**config.mk**
```make
export PLATFORM = sky130hd
export DESIGN_NAME = ssil_cell
export DESIGN_NICKNAME = d
export VERILOG_FILES = /design/src/hw/rtl/ssil_cell.sv
export SDC_FILE = /design/constraint.sdc
export NUM_CORES = 1
export LEC_CHECK = 0
export BUFFER_PORTS_ARGS = -buffer_cell sky130_fd_sc_hd__clkbuf_2
export CORE_MARGIN = 8
export CORE_UTILIZATION = 51
export DETAILED_ROUTE_END_ITERATION = 10
export HOLD_SLACK_MARGIN = 0.1
export PLACE_DENSITY = 0.91
export SYNTH_ARGS = -nofsm -noshare
export SYNTH_HDL_FRONTEND = slang
export SYNTH_SLANG_ARGS = --single-unit
```
**constraint.sdc**
```tcl
create_clock -name clk -period 4.3 [get_ports clk]
set_clock_uncertainty 0.1 [all_clocks]
set_input_delay 0.645 -clock clk [delete_from_list [all_inputs] [get_ports clk]]
set_output_delay 0.645 -clock clk [all_outputs]
set_load 0.005 [all_outputs]
```
**src/hw/rtl/ssil_cell.sv**
```systemverilog
// ----------------------------------------------------------------------------
// Sorted set cell
// Holds one entry, compares it with the broadcast key and takes either the key
// or its lower neighbour's entry when an insert opens a gap at or below it.
// ----------------------------------------------------------------------------
module ssil_cell #(
  parameter int unsigned VALUE_WIDTH = 32
) (
  input  logic                          clk,
  input  logic signed [VALUE_WIDTH-1:0] key,
  input  logic signed [VALUE_WIDTH-1:0] prev_entry,
  input  logic                          prev_lt,
  input  logic                          occupied,
  input  logic                          shift_en,
  output logic signed [VALUE_WIDTH-1:0] entry,
  output logic                          lt,
  output logic                          eq
);

  assign lt = occupied && (entry < key);
  assign eq = occupied && (entry == key);

  always_ff @(posedge clk) begin
    if (shift_en && !lt) begin
      entry <= prev_lt ? key : prev_entry;
    end
  end

endmodule

```
# Yosys cells after proc, flatten, opt, wreduce, memory -nomap -nowiden
# Cells that the tools add are included.
# classes
n_lt_le_gt_ge	1
eq_ne	1
muxes	1
n_reduce_logical	4
# op_table
cell	count
32-bit == test	1
32-bit < comparator	1
32-bit two-way mux	1
1-bit logical AND	3
1-bit zero test	1
# totals
regBits	32
input_bits	68
elab_cells	8

# Logic depth before layout (Yosys ltp)
# depth
depth_word	4
mapped_depth	7

# Least setup slack after synthesis
# OpenSTA, ideal clock, no wires.
# synth_path
kind	input-to-reg
from	input key[14]
to	register entry[0], enable pin
arrival_time_ps	2442
setup_slack_ps	1371
stages	7
path_buffers	0
cell_sequence	inv_1 > ha_1 > nand4_2 > nor4_2 > a21boi_2 > o41a_1 > o211a_1
# synth_between
elab_chain_cells	4
# synth_lines
element	line	text
start: declaration	10	input logic signed [VALUE_WIDTH-1:0] key,
32-bit < comparator	20	assign lt = occupied && (entry < key);
1-bit logical AND	20	
1-bit zero test	24	if (shift_en && !lt) begin
1-bit logical AND	24	
end signal: assignment	25	entry <= prev_lt ? key : prev_entry;
end: declaration	15	output logic signed [VALUE_WIDTH-1:0] entry,
# Every way passes these cells.
# A chain may end at the register's enable or synchronous reset.

# Worst setup path in the final report
# layout_path
from	input key[21]
to	output lt
# layout_between
elab_chain_cells	2
# layout_lines
element	line	text
32-bit < comparator	20	
1-bit logical AND	20	
end: declaration	16	output logic lt,
# Every way passes these cells.

==> results.md <==
- The number of antenna violations at the first check in global routing came to 0.
- In this run, CTS created clock tree buffers numbering 5.
- The H-tree generated during clock tree synthesis spans 2 levels.
- In the detailed route, the total length drawn on met3 is 465 um.
- The first global-routing pass estimated 8560 um of wire.
- The chip width is 81.8 um.
- The pin count of the biggest net entering global routing is 33.
- The via count of the first global-routing pass is 1933.
- Sequential cells account for 48.2% of the total power.
- For this design the ratio of total power to cell area is 291 nW/um^2.
- The die area is 6690 sq um.
- The highest net fanout along the worst path is 2.
- After synthesis the netlist holds a flip-flop and latch count of 32.
- The count of unresolved DRC violations after routing is 0.
- Once the floorplan was initialized, standard cells occupied 51.8% of the core.
- In this run the static leakage power is 1.43 nW.
- The total detailed-routing wirelength is 5450 um.
- Power comes to 0.000829 W.
- The residual overflow from global routing is 0.
- The share of the clock period used by the worst path after layout is 71.1%.
- Among cell families on the critical path, the largest total delay comes from compound AO/OA/AOI/OAI gates.
- Routed signal wires occupy layers up through met4.
- Row generation in the floorplan step produced 24 rows.
- The worst setup path is launched from an input port.
- The count of flip-flops with a built-in enable after synthesis is 32.
- For this block, the initial DRC count from the detailed router was 69.
- The switching share of power is 27.5%.
- The end point of the critical path is lt.
- The number of nets still failing antenna checks after routing is 0.
- The number of gates resized after cts is 0.
- The post-route netlist has 50.9% of its cells at a drive strength greater than 1.
- The number of setup buffers added after CTS is 0.
- The HPWL after detailed placement is 4570 um.
- At the end of the flow the core is filled with cells to 66.9%.
- The largest total area in the synthesized netlist belongs to edfxtp_1.
- The hold violation count in the final report is 0.
- The total length of routed met2 wires is 2820 um.
- The max-slew headroom at the worst pin is 44.8%.
- The core box area is 4260 sq um.
- Counting tap cells, the placed design contains a total of 336 instances.
- The final count of pins violating max slew came to 0.
- The flip-flop count of the largest register after layout is 32.
- The worst hold path belongs to the class input port to flip-flop.
- STA classifies the critical path endpoint as an output pin.
- The final setup slack of the worst path is 1240 ps.
- Buffers inserted to repair hold after CTS numbered 0.
- The post-place setup slack is 1260 ps.
- For the worst flop-to-flop path, the logic depth is 6.
- Across every metal layer, demand over resource in global routing totals 16.7%.
- Across the run, the number of max-cap violations was 0.
- The arrival time of the worst setup path is 2310 ps.
- Setup violations remaining at the end of the flow were counted as 0.
- After detailed routing, the wire length on met1 is 2040 um.
- The first element of the critical path is key[21].
- For this design, the sink count on the clock tree is 32.
- The clock transition at the register clock pins on the worst setup and hold paths after CTS is 60 ps.
- The combinational share of power is 26.0%.
- The cell type of the slowest stage on the worst timing path is a221oi_1.
- The via total after detailed routing is 1751.
- The clock latency of the later-clocked register in the worst-skew pair is 280 ps.
- Sorting the synthesized cells by how often they occur yields 33 x inv_1, 32 x edfxtp_1, 32 x ha_1.
- By startpoint and endpoint, the worst setup path is classified as input port to output pin.
- The path length in cells of the critical path is 9.
- The reported net switching power is 0.000228 W.
- Setup repair after global routing left no endpoint under its margin.
- The antenna cell count is 0.
- Ranked by total cell area, the synthesized netlist is headed by edfxtp_1 44%, ha_1 18%, mux2_2 16%.
- The shortest clock period the worst path allows after layout is 3060 ps.
- For this run, the number of standard cells in the final layout without fillers is 343.
- For this run, the register share of the synthesized area comes to 43.5%.
- The internal power is 0.000601 W.
- The buffering stage count on the worst path with inverters included is 3.
- Counting flops per register, the top entry is entry.
- The flow ran to the end, and the final reports show no timing, DRC or antenna violations.
- The upper clock frequency limit is 0.327 GHz.
- The number of library cell types mapped by synthesis is 31.
- The worst-case IR drop observed on VDD is 0.000197 V.
- The synthesized netlist occupies a cell area of 2210 sq um.
- Port buffering added 101 buffers.
- The worst register-to-register path ends at entry[19].
- The post-synthesis average cell area is 11.9 sq um.
- The final layout contains 391 nets.
- Dividing the detail-routed wire length by the instance count gives 15.9 um.
- The cell chosen for the clock root is clkbuf_8.
- On the worst path, the slowest cell contributes a delay of 390 ps.
- For the pin with the worst max-slew slack, the measured transition is 828 ps.
- For this run, the number of Yosys warnings is 0.
- The TritonCTS clock tree is built.
- For flop-to-flop paths, the worst setup slack is 1780 ps.
- The routability congestion estimate is 0.812.
- The setup TNS is 0 ps.
- For this run, asynchronously set or reset flops after synthesis account for 0%.
- Summed over its instances, the top area cell type makes up 43.5% of the synthesized netlist area.
- The height of the chip is 81.8 um.
- The clock passes through at most 2 buffers.
- In the synthesized netlist the dominant register cell turns out to be edfxtp_1.
- The library cell with the highest instance count after synthesis is inv_1.
- 102 I/O pins were placed.
- In the routed layout, each cell is associated on average with a via count of 5.10.
- When the netlist entered floorplanning its net count stood at 285.
- Walking the worst path, the cells encountered are clkbuf_2 > inv_1 > ha_1 > a21oi_1 > o21ai_0 > a221oi_1 > nand4_1 > o21ai_0 > clkbuf_2.
- STA puts the critical path data required time at 3560 ps.
- The number of optimization iterations in the first detailed-route pass is 6.
- The largest registers in the layout are entry (32).
- The cell count after synthesis is 185.
- The worst register-to-register path begins at entry[27].
- The clock share of power is 25.8%.
- Relative to the synthesized area, the layout overhead comes to 29.2%.
- The layout has 349 filler cells.
-- metal layers --
layer  global-route usage (%)  vias up
met5                        0        -
met4                     7.54        0
met3                     5.80       10
met2                     29.4       61
met1                     17.6      791
li1                         -      889
-- worst min-delay path by stage --
stage,from,endpoint,cells past startpoint
2_1_floorplan,prev_entry[1],entry[1],1
3_3_place_gp,prev_entry[1],entry[1],2
3_5_place_dp,prev_entry[1],entry[1],2
4_1_cts,prev_entry[1],entry[1],2
5_1_grt,prev_entry[19],entry[19],2
6_report,prev_entry[1],entry[1],2
-- worst register-to-register path, stage by stage (launching register included) --
cell and delay [ps]:
edfxtp_1 400, ha_1 340, nand4_1 190, nor4_1 490, o41a_1 260, o211a_1 180, buf_4 250
-- power groups by stage --
| stage | Combinational, W | Clock, W | Sequential (W) |
|---|---|---|---|
| final | 0.000215 | 0.000214 | 0.000399 |
| after global routing | 0.000241 | 0.000231 | 0.000403 |
| after detailed placement | 0.000217 | 0 | 0.000406 |
| after floorplan | 0.000118 | 0 | 0.000407 |
| after global placement | 0.000208 | 0 | 0.000403 |
| after CTS | 0.000219 | 0.000222 | 0.000399 |
-- area by class of cell --
class	count	area [sq um]	area share, %
sequential	32	961	33.7
clock inverter	1	5.00	0.176
timing repair buffer	103	520	18.3
clock buffer	6	72.6	2.54
inverter	33	124	4.34
multi-input combinational	116	1100	38.7
tap	52	65.1	2.28
-- cells by family (layout without fill, tap and decap cells) --
| family | Yosys count | after routing | share of synthesized area (%) |
|---|---|---|---|
| AO/OA/AOI/OAI | 28 | 28 | 8.50 |
| adder cells (fa/ha/maj) | 32 | 32 | 18.1 |
| buffers and inverters | 37 | 143 | 6.46 |
| flip-flops | 32 | 32 | 43.5 |
| multiplexers | 32 | 32 | 16.3 |
| AND/OR/NAND/NOR | 24 | 24 | 7.03 |
-- metrics by stage --
| stage | hold WS [ps] | instance area [sq um] |
|---|---|---|
| 2_1_floorplan | 746 | 2210 |
| 4_1_cts | 541 | 2850 |
| 3_5_place_dp | 838 | 2770 |
| 6_report | 549 | 2850 |
| 3_3_place_gp | 826 | 2770 |
| 5_1_grt | 554 | 2850 |
-- cells in the final DEF (no fill, tap or decap), types with 4 or more instances in the layout --
cell type and count:
clkbuf_2 101, inv_1 33, ha_1 32, edfxtp_1 32
mux2_2 31, a21oi_1 13, nand2_1 7, nand4_1 5
clkbuf_8 5, o21ai_0 4
No activity file was read; power rests on OpenSTA's default activity.
