$ cat src/hw/rtl/ssil_rank.sv
// ----------------------------------------------------------------------------
// Sorted set rank encoder
// Turns the row of less-than flags, which form a thermometer code, into the
// rank of the key, and merges the equality flags into a presence flag.
// ----------------------------------------------------------------------------
module ssil_rank #(
  parameter int unsigned CAPACITY = 64,
  localparam int unsigned CW      = $clog2(CAPACITY + 1)
) (
  input  logic [CAPACITY-1:0] lt,
  input  logic [CAPACITY-1:0] eq,
  output logic                found,
  output logic [CW-1:0]       rank
);

  logic [CAPACITY:0] lt_ext;
  logic [CAPACITY:0] lt_below;
  logic [CAPACITY:0] edge_hit;

  assign lt_ext   = {1'b0, lt};
  assign lt_below = {lt, 1'b1};
  assign edge_hit = lt_below & ~lt_ext;
  assign found    = |eq;

  always_comb begin
    rank = '0;
    for (int i = 0; i <= CAPACITY; i++) begin
      if (edge_hit[i]) begin
        rank = rank | CW'(i);
      end
    end
  end

endmodule

$ cat config.mk
export PLATFORM = sky130hd
export DESIGN_NAME = ssil_rank
export DESIGN_NICKNAME = d
export VERILOG_FILES = /design/src/hw/rtl/ssil_rank.sv
export SDC_FILE = /design/constraint.sdc
export NUM_CORES = 1
export LEC_CHECK = 0
export ABC_AREA = 1
export BUFFER_PORTS_ARGS = -buffer_cell sky130_fd_sc_hd__buf_2
export CORE_MARGIN = 2
export CORE_UTILIZATION = 35
export DETAILED_ROUTE_END_ITERATION = 7
export PLACE_DENSITY = 0.94
export SLEW_MARGIN = 0
export SYNTH_ARGS = -nofsm -noshare
export SYNTH_HDL_FRONTEND = slang
export SYNTH_SLANG_ARGS = --single-unit
$ cat constraint.sdc
create_clock -name vclk -period 1.3
set_clock_uncertainty 0.05 [all_clocks]
set_input_delay 0.26 -clock vclk [all_inputs]
set_output_delay 0.26 -clock vclk [all_outputs]
set_load 0.05 [all_outputs]
# Word-level counts from Yosys, hierarchy flattened
# Cells that the tools add are included.
# W data, S select, Z words.
totals:
  input_bits: 128
  output_inout_bits: 8
  word_cells: 67
  register_bits: 0
classes:
  n_reduce_logical: 1
  n_mux: 64
  bitwise_logic: 2
op_table:
  columns: ["cell", "count"]
  rows:
  - ["$mux W6", 32]
  - ["$mux W5", 16]
  - ["$and A65 B65 Y65", 1]
  - ["$not A64 Y65", 1]
  - ["$reduce_or A64 Y1", 1]
  - ["$mux W4", 8]
  - ["$mux W3", 4]
  - ["$mux W7", 1]
  - ["$mux W2", 2]
  - ["$mux W1", 1]

# Logic depth before layout (Yosys ltp)
# Gate-level depths: netlist of the first run.
logic_depth:
  depth_word: 66
  ltp_mapped: 7
  depth_no_buf: 7

# Worst setup path before layout of the first run
# No wires, ideal clock.
synth_timing:
  kind: "input port to output port"
  from: "input port lt[63]"
  to: "output port rank[3]"
  t_arrival_ns: 0.978
  n_path_buf: 0
  t_required_ns: 0.990
  slack_ns: 0.012
  cell_stages: 7
  cell_sequence: "inv_1 > nand2_1 > nand2_1 > nor2_4 > nand2_2 > nor2_2 > nand2_1"
synth_between:
  elab_chain_len: 4
synth_rtl:
  columns: ["item", "line", "text"]
  rows:
  - ["start: declaration", "10", "input logic [CAPACITY-1:0] lt,"]
  - ["$not A64 Y65", "22", "assign edge_hit = lt_below & ~lt_ext;"]
  - ["$and A65 B65 Y65", "22", null]
  - ["$mux W6", "28", "if (edge_hit[i]) begin"]
  - ["$mux W7", "28", null]
  - ["end: declaration", "13", "output logic [CW-1:0] rank"]
# Every way passes these cells.

# Worst setup path in the final report of the first run
layout_timing:
  from: "input port lt[56]"
  to: "output port rank[3]"
layout_between:
  elab_chain_len: 11
layout_rtl:
  columns: ["item", "line"]
  rows:
  - ["$not A64 Y65", "22"]
  - ["$and A65 B65 Y65 (*)", "22"]
  - ["$mux W6", "28"]
  - ["$mux W6 (*) (7 in a row)", "28"]
  - ["$mux W7 (*)", "28"]
# Mark *: on every way between the ends. The rest lies on a longest branch, timed or not.

==> flow_summary.rst, run 1 <==
.. list-table::
   :header-rows: 1

   * - Metric
     - Value
   * - Outcome
     - complete, but fails checks
   * - Violations in the final reports
     - setup timing
   * - Number of diodes
     - 0
   * - Mapped Area
     - approximately 1200 um2
   * - Crit path arrival time
     - about 1.2 ns
   * - Type of the setup path with the least slack
     - in -> out
   * - Sum of overflow across all layers after global routing
     - 0
   * - Number of clock buffers in the layout
     - 0
   * - Critical path's largest stage delay
     - about 0.15 ns
   * - Max-Cap Viols
     - 0
   * - Most congested layer reported by global routing
     - met2
   * - Seq. cell area
     - 0 um2
   * - CP Capture Type
     - primary output
   * - Library cell occupying the most area in the post-synthesis netlist
     - nand2_1
   * - Power density relative to cell area
     - 303 nW/um2
   * - Top-count cell post-synth
     - nand2_1
   * - Crit-path slowest cell
     - nor2_2
   * - Required arrival time at the worst endpoint
     - 0.99 ns
   * - Sw power
     - 399 uW
   * - Layout Area Growth over Synthesis
     - 125%
   * - Flip-flop and latch count
     - 0
   * - Met1 track demand over resource
     - 0.307
   * - Std cell rows
     - 20
   * - Ports
     - 136
   * - Placer congestion estimate
     - 0.999
   * - Final setup fails
     - 7
   * - Chip Height
     - approximately 62 um
   * - Starting density of the core
     - 0.376
   * - Antenna violations before repair
     - 0
   * - Die area
     - 3810 um2
   * - Cts hold-fix bufs
     - 0
   * - Part of the total power dissipated in sequential elements
     - 0
   * - Leakage Power
     - 0.00153 uW
   * - Net switching fraction of the power
     - 0.502
   * - Avg WL per Cell
     - 14.7 um
   * - Design Power
     - 794 uW
   * - WHS
     - 0.765 ns
   * - Total nets after synthesis
     - about 430
   * - Largest net degree at the start of global routing
     - 3
   * - Int Pwr
     - 396 uW
   * - GR met2 Demand/Resource
     - 0.523
   * - Top cells by instance count after synthesis
     - nand2_1, nor2_1, inv_1
   * - Post-DP HPWL
     - 4060 um
   * - Setup repair after global routing missed its margin
     - true
   * - Synth top area share
     - 0.454
   * - Remaining antenna violation count after routing
     - 0
   * - Post-layout worst setup margin
     - -0.184 ns
   * - Time the worst path needs with I/O delays and setup
     - 1.48 ns
   * - Total vias in the final route
     - 2311
   * - Comb power frac
     - 1.000
   * - Met3 Resource Use GR
     - 0.0331
   * - Setup repair bufs after CTS
     - 0
   * - Synthesis warning total
     - 0
   * - Final worst path period share
     - 1.14
   * - CP most frequent cell
     - nand2_2
   * - CP cell instances
     - buf_2 -> nand2_2 -> nand2_2 -> nor2_2 -> nand2_2 -> nor2_4 -> nand2_2 -> buf_8
   * - Nature of the critical path startpoint
     - input port
   * - Number of endpoints with negative hold slack in the final report
     - 0
   * - Number of I/O port buffers
     - around 140
   * - Average size of a mapped cell
     - between 3 and 4 um2
   * - Clock share of power
     - 0
   * - Via count of the first global-routing pass
     - 2020
   * - Number of inserted filler cells in the final layout
     - 188
   * - DRT Pass-1 Iters
     - 5
   * - Share of the yosys chip area belonging to registers
     - 0
   * - Floorplan Core Area
     - 3100 um2
   * - Crit Path Max Fanout
     - 2
   * - First-pass GRT wire length
     - 8040 um
   * - Number of pins with negative max-slew slack in the final report
     - 0
   * - Area contributors post-synth
     - nand2_1, nor2_1, inv_1, nand2_2, nor2_2
   * - Tightest slew margin relative to the limit
     - 0.835
   * - Largest vdd supply drop
     - 0.164 mV
   * - Number of nets in the layout
     - ~560
   * - Achievable frequency
     - 674 MHz
   * - Overall track demand over capacity in global routing
     - 0.275
   * - Drc violations
     - 0
   * - Share of final-layout standard cells stronger than drive strength 1
     - 0.610
   * - Vias per cell
     - roughly 4.8
   * - Synth Instances
     - 298
   * - Pin slew with the least headroom to its limit
     - 0.249 ns
   * - Initial DRC count
     - between 200 and 300
   * - Total wirelength of the detailed-routed design
     - ~7000 um
   * - Unique masters post-synth
     - 8
   * - Path category of the worst min-delay check
     - in -> out
   * - Die X
     - 61.7 um
[stage by stage]
step	setup slack, ns	util	instances	cell area (um2)	setup TNS, ns
finish	-0.184	0.846	477	2630	-1.02
global route	-0.229	0.846	477	2630	-1.27
CTS	-0.0642	0.747	477	2320	-0.256
detailed placement	-0.192	0.610	477	1890	-0.943
global placement	-0.151	0.610	477	1890	-0.886
floorplan	0.0116	-	298	1170	0
[logic make-up (layout without fill, tap and decap cells)]
group / count (synthesis) / in the layout / share of synthesized area
buffers and inverters: 61 / 196 / 0.200
AOI/OAI and AO/OA: 3 / 3 / 0.0129
and+or+nand+nor: 234 / 234 / 0.788
[metal layers]
metal | vias to the layer above | share of wire
met2 | 155 | 0.52
met3 | 40 | 0.072
met4 | 0 | 0.049
met5 | - | 0
li1 | 1114 | -
met1 | 1002 | 0.36
[power groups by stage]
stage          logic, uW  clock network, uW  registers [uW]
2_1_floorplan        238                  0               0
5_1_grt              848                  0               0
3_5_place_dp         489                  0               0
4_1_cts              622                  0               0
6_report             794                  0               0
3_3_place_gp         480                  0               0
[critical path: cells and delay by family]
family                 cells  cell delay (ns)
and+or+nand+nor            6             0.64
buffers and inverters      2             0.27
[path summary, 6_finish.rpt]
path  slack (ns)  depth (start not counted)  endpoint  startpoint
max        -0.18                          8   rank[3]      lt[56]
min         0.76                          2   rank[6]      lt[63]
[final cells by class]
cell class / instances / area (um2) / area share
Multi-Input combinational cell: 237 / 1250 / 0.476
Tap cell: 44 / 55.1 / 0.0210
Inverter: 60 / 238 / 0.0906
Timing Repair Buffer: 136 / 1080 / 0.413
[layout by cell type, fill, tap and decap left out, types with 5 or more instances in the layout]
cell type	instances
buf_2	76
buf_6	52
buf_8	6
inv_1	34
inv_2	21
inv_4	5
nand2_1	77
nand2_2	62
nand2_4	10
nor2_1	56
nor2_2	21
nor2_4	7
[timing repair]
action | CTS | global route
pin swaps | 101 | 76
resized for setup | 120 | 94
endpoints found under the setup margin | 7 | 7
Power figures use the tool's default switching activity.
==> run 2: changes to the inputs <==
Clock period 1.3 ns to 1.71 ns, I/O delays scaled along.
==> run 2 against run 1 <==
The run now ends clean. First-iteration DRC count decreased by 69%. Global-route usage shrank 6.8 points. Core utilization decreased by 23 points. Setup slack improved by 0.27 ns. Critical path depth is the same. Sequential share of layout area unchanged.
==> flow_summary.rst, run 2 (synthesized netlist as in run 1, its figures left out) <==
.. list-table::
   :header-rows: 1

   * - Metric
     - Value
   * - Achievable frequency
     - 617 MHz
   * - Required arrival time at the worst endpoint
     - 1.32 ns (was 0.99 ns)
   * - Total wirelength of the detailed-routed design
     - 4400 um (was 7010 um)
   * - Std cell rows
     - 20 (unchanged)
   * - Critical Path Start
     - lt[62] (was lt[56])
   * - Die X
     - 61.7 um (unchanged)
   * - Ports
     - 136 (unchanged)
   * - Remaining antenna violation count after routing
     - 0 (unchanged)
   * - Number of pins with negative max-slew slack in the final report
     - 0 (unchanged)
   * - Die area
     - 3810 um2 (unchanged)
   * - Largest vdd supply drop
     - 0.0779 mV (was 0.164 mV)
   * - Type of the setup path with the least slack
     - in -> out (unchanged)
   * - Path category of the worst min-delay check
     - in -> out (unchanged)
   * - Seq. cell area
     - 0 um2 (unchanged)
   * - Number of I/O port buffers
     - 136 (unchanged)
   * - Sum of overflow across all layers after global routing
     - 0 (unchanged)
   * - Minimum setup slack after placement
     - 0.0744 ns (was -0.192 ns)
   * - Overall track demand over capacity in global routing
     - 0.207 (was 0.275)
   * - Commonest cells after routing, fill and taps aside
     - nand2_1, buf_2, nor2_1 (was nand2_1, buf_2, nand2_2)
   * - Via count of the first global-routing pass
     - 1617 (was 2020)
   * - Drc violations
     - 0 (unchanged)
   * - Initial DRC count
     - 82 (was 266)
   * - Flip-flop and latch count
     - 0 (unchanged)
   * - Layout Area Growth over Synthesis
     - 63.3% (was 125%)
   * - Pin slew with the least headroom to its limit
     - 0.274 ns (was 0.249 ns)
   * - Crit path arrival time
     - 1.23 ns (was 1.17 ns)
   * - Floorplan Core Area
     - 3100 um2 (unchanged)
   * - Crit Path Max Fanout
     - 2 (unchanged)
   * - First-pass GRT wire length
     - 6240 um (was 8040 um)
   * - Post-layout worst setup margin
     - 0.0899 ns (was -0.184 ns)
   * - Number of diodes
     - 0 (unchanged)
   * - Avg WL per Cell
     - 9.21 um (was 14.7 um)
   * - Chip Height
     - 61.7 um (unchanged)
   * - Outcome
     - complete, no violations (was complete, but fails checks)
   * - Tightest slew margin relative to the limit
     - 0.819 (was 0.835)
   * - Antenna violations before repair
     - 0 (unchanged)
   * - Vias per cell
     - 4.10 (was 4.84)
   * - WHS
     - 0.936 ns (was 0.765 ns)
   * - Number of clock buffers in the layout
     - 0 (unchanged)
   * - DRT Pass-1 Iters
     - 5 (unchanged)
   * - Power density relative to cell area
     - 197 nW/um2 (was 303 nW/um2)
   * - Post-DP HPWL
     - 4070 um (was 4060 um)
   * - Largest net degree at the start of global routing
     - 3 (unchanged)
   * - Final worst path period share
     - 0.947
   * - Starting density of the core
     - 0.376 (unchanged)
   * - Number of nets in the layout
     - 563 (unchanged)
   * - Final setup fails
     - 0 (was 7)
   * - Launch instance of the worst min-delay path
     - lt[63] (unchanged)
   * - Nature of the critical path startpoint
     - input port (unchanged)
   * - Placer congestion estimate
     - 0.999 (about the same)
   * - Max-Cap Viols
     - 0 (unchanged)
   * - Total vias in the final route
     - 1957 (was 2311)
   * - CP Capture Type
     - primary output (unchanged)
   * - Time the worst path needs with I/O delays and setup
     - 1.62 ns
   * - Leakage Power
     - 0.00135 uW (was 0.00153 uW)
   * - Cts hold-fix bufs
     - 0 (unchanged)
   * - Commonest non-fill, non-tap cell in the layout
     - nand2_1 (unchanged)
   * - Number of endpoints with negative hold slack in the final report
     - 0 (unchanged)
   * - Share of final-layout standard cells stronger than drive strength 1
     - 0.349 (was 0.610)
## run 2: cell types whose count changed in the layout (fill, tap and decap cells not counted), moves of 10 or more
cell,delta
buf_6,-52
inv_1,+26
buf_2,+57
nand2_4,-10
nand2_2,-53
inv_2,-21
nand2_1,+64
nor2_2,-16
nor2_1,+22
## run 2: per-layer routing
layer / GRT usage / vias up / part of all wire
li1: - / 1109 / -
met1: 0.289 / 775 / 0.45
met2: 0.347 / 63 / 0.48
met3: 0.0166 / 10 / 0.051
met4: 0.0456 / 0 / 0.018
met5: 0 / - / 0
## run 2: final timing paths
check                 end  cells past startpoint
setup / recovery  rank[3]                      8
hold / removal    rank[6]                      2
## run 2: cell type report
type	instances	area (um2)
Fill cell	347	1200
Multi-Input combinational cell	237	936
Timing Repair Buffer	136	688
Inverter	60	225
Tap cell	44	55.1
## run 2: per-stage QoR
stage | cells | power, uW | TNS (ns) | area [um2] | util
after floorplan | 298 | 181 | 0 | 1170 | -
after global placement | 477 | 365 | 0 | 1890 | 0.610
after detailed placement | 477 | 371 | 0 | 1890 | 0.610
after CTS | 477 | 373 | 0 | 1890 | 0.610
after global routing | 477 | 427 | -0.000505 | 1900 | 0.614
final | 477 | 375 | 0 | 1900 | 0.614
## run 2: power by group
group	total (uW)	internal, uW	switching, uW	leakage (uW)
combinational	375	181	195	0.00135
sequential	0	0	0	0
clock	0	0	0	0
total	375	181	195	0.00135
## run 2: repair_timing
item                                    CTS  global route
endpoints found under the setup margin    0             3
buffers inserted                          0             0
gates resized for setup                   0             7
## run 2: critical path: stages
cell and delay, ns:
buf_2 0.10, nand2_1 0.07, nand2_1 0.10, nor2_4 0.11, nand2_2 0.07, nor2_2 0.14
nand2_1 0.09, buf_4 0.19
==> run 3: changes to the inputs <==
--- a/config.mk
+++ b/config.mk
@@ -10,5 +10,5 @@
 export CORE_MARGIN = 2
-export CORE_UTILIZATION = 35
+export CORE_UTILIZATION = 38
 export DETAILED_ROUTE_END_ITERATION = 7
-export PLACE_DENSITY = 0.94
+export PLACE_DENSITY = 0.95
 export SLEW_MARGIN = 0
--- a/constraint.sdc
+++ b/constraint.sdc
@@ -4,2 +4,2 @@
 set_output_delay 0.342 -clock vclk [all_outputs]
-set_load 0.05 [all_outputs]
+set_load 0.01 [all_outputs]
==> run 3 against run 2 <==
First-iteration DRC count is 20% lower. Sequential share of layout area stayed put. Worst hold slack worse by 0.10 ns. Via count is 1.9% higher. Critical endpoint is now rank[5]. Highest routed layer is now met3.
==> flow_summary.rst, run 3 (synthesized netlist as in run 1, its figures left out) <==
.. list-table::
   :header-rows: 1

   * - Metric
     - Value
   * - Outcome
     - complete, no violations (unchanged)
   * - # resized after CTS
     - 0 (unchanged)
   * - Number of pins with negative max-slew slack in the final report
     - 0 (unchanged)
   * - Clock share of power
     - 0 (about the same)
   * - DRT Pass-1 Iters
     - 4 (was 5)
   * - Number of clock buffers in the layout
     - 0 (unchanged)
   * - Antenna violations before repair
     - 1 (was 0)
   * - Achievable frequency
     - 638 MHz (was 617 MHz)
   * - Number of endpoints with negative hold slack in the final report
     - 0 (unchanged)
   * - Largest net degree at the start of global routing
     - 3 (unchanged)
   * - CP Capture Type
     - primary output (unchanged)
   * - Pin slew with the least headroom to its limit
     - 0.153 ns (was 0.274 ns)
   * - Launch instance of the worst min-delay path
     - lt[63] (unchanged)
   * - Sum of overflow across all layers after global routing
     - 0 (unchanged)
   * - Die area
     - 3530 um2 (was 3810 um2)
   * - Total wirelength of the detailed-routed design
     - 4130 um (was 4400 um)
   * - Required arrival time at the worst endpoint
     - 1.32 ns (about the same)
   * - Floorplan Core Area
     - 2980 um2 (was 3100 um2)
   * - Crit path arrival time
     - 1.18 ns (was 1.23 ns)
   * - Crit Path Max Fanout
     - 2 (unchanged)
   * - Setup repair bufs after CTS
     - 0 (unchanged)
   * - Leakage Power
     - 0.00135 uW (about the same)
   * - Path category of the worst min-delay check
     - in -> out (unchanged)
   * - Power density relative to cell area
     - 195 nW/um2 (was 197 nW/um2)
   * - Tightest slew margin relative to the limit
     - 0.897 (was 0.819)
   * - Share of final-layout standard cells stronger than drive strength 1
     - 0.346 (was 0.349)
   * - Layout Area Growth over Synthesis
     - 61.5% (was 63.3%)
   * - Net switching fraction of the power
     - 0.509 (was 0.519)
   * - Commonest non-fill, non-tap cell in the layout
     - nand2_1 (unchanged)
   * - Setup repair after global routing missed its margin
     - false
   * - Nature of the critical path startpoint
     - input port (unchanged)
   * - Starting density of the core
     - 0.392 (was 0.376)
   * - Final worst path period share
     - 0.917 (was 0.947)
   * - Sw power
     - 187 uW (was 195 uW)
   * - Placer congestion estimate
     - 0.879 (was 0.999)
   * - Type of the setup path with the least slack
     - in -> out (unchanged)
   * - Cts hold-fix bufs
     - 0 (unchanged)
   * - Part of the total power dissipated in sequential elements
     - 0 (about the same)
   * - Post-Route Utilization
     - 0.632 (was 0.614)
   * - Critical Path Start
     - lt[63] (was lt[62])
   * - Via count of the first global-routing pass
     - 1694 (was 1617)
   * - Initial DRC count
     - 66 (was 82)
   * - Number of I/O port buffers
     - 136 (unchanged)
   * - Largest vdd supply drop
     - 0.0923 mV (was 0.0779 mV)
   * - Remaining antenna violation count after routing
     - 0 (unchanged)
   * - Ports
     - 136 (unchanged)
   * - Max-Cap Viols
     - 0 (unchanged)
   * - Design Power
     - 367 uW (was 375 uW)
   * - Number of nets in the layout
     - 563 (unchanged)
   * - Flip-flop and latch count
     - 0 (unchanged)
   * - Chip Height
     - 59.4 um (was 61.7 um)
   * - Total vias in the final route
     - 1995 (was 1957)
   * - Std cell rows
     - 20 (unchanged)
   * - Comb power frac
     - 1.000 (about the same)
   * - Time the worst path needs with I/O delays and setup
     - 1.57 ns (was 1.62 ns)
   * - Post-DP HPWL
     - 3880 um (was 4070 um)
   * - Seq. cell area
     - 0 um2 (unchanged)
   * - First-pass GRT wire length
     - 6430 um (was 6240 um)
   * - Commonest cells after routing, fill and taps aside
     - nand2_1, buf_2, nor2_1 (unchanged)
   * - Int Pwr
     - 180 uW (was 181 uW)
   * - Die X
     - 59.4 um (was 61.7 um)
   * - Avg WL per Cell
     - 8.84 um (was 9.21 um)
   * - Overall track demand over capacity in global routing
     - 0.223 (was 0.207)
   * - Drc violations
     - 0 (unchanged)
   * - Final setup fails
     - 0 (unchanged)
   * - Setup TNS
     - 0 ns (unchanged)
   * - Vias per cell
     - 4.27 (was 4.10)
-- run 3: final timing paths --
path / endpoint / slack [ns] / cells after the start
hold / removal: rank[6] / 0.84 / 2
setup / recovery: rank[5] / 0.14 / 9
-- run 3: final cells by class --
type | count | area (um2)
multi-input combinational | 237 | 933
fill | 326 | 1090
timing repair buffer | 136 | 681
inverter | 60 | 225
tap | 33 | 41.3
antenna | 1 | 2.50
-- run 3: per-stage QoR --
step	hold slack, ns	worst slack [ns]	instance area [um2]	std cells
after global placement	0.832	0.161	1880	466
after detailed placement	0.837	0.144	1880	466
after global routing	0.861	0.0602	1880	466
after CTS	0.837	0.143	1880	466
after floorplan	0.726	0.460	1170	298
final	0.835	0.142	1880	467
-- run 3: per-layer routing --
metal  global-route usage  vias to the layer above  part of all wire
met5                    0                        -                 0
met4              0.00974                        0                 0
met3               0.0240                        0             0.072
met2                0.383                       65              0.49
met1                0.313                      821              0.44
li1                     -                     1109                 -
-- run 3: critical path, cell delays in order --
cell and delay [ns]:
buf_2 0.08, inv_1 0.03, nand2_1 0.07, nand2_1 0.11, nor2_4 0.13, nand2_2 0.07, nor2_2 0.13, nand2_1 0.07
buf_2 0.14
-- run 3: power by group through the flow --
| stage | sequential [uW] | combinational, uW | clock [uW] |
|---|---|---|---|
| 2_1_floorplan | 0 | 177 | 0 |
| 3_3_place_gp | 0 | 359 | 0 |
| 3_5_place_dp | 0 | 366 | 0 |
| 4_1_cts | 0 | 368 | 0 |
| 5_1_grt | 0 | 424 | 0 |
| 6_report | 0 | 367 | 0.0000782 |
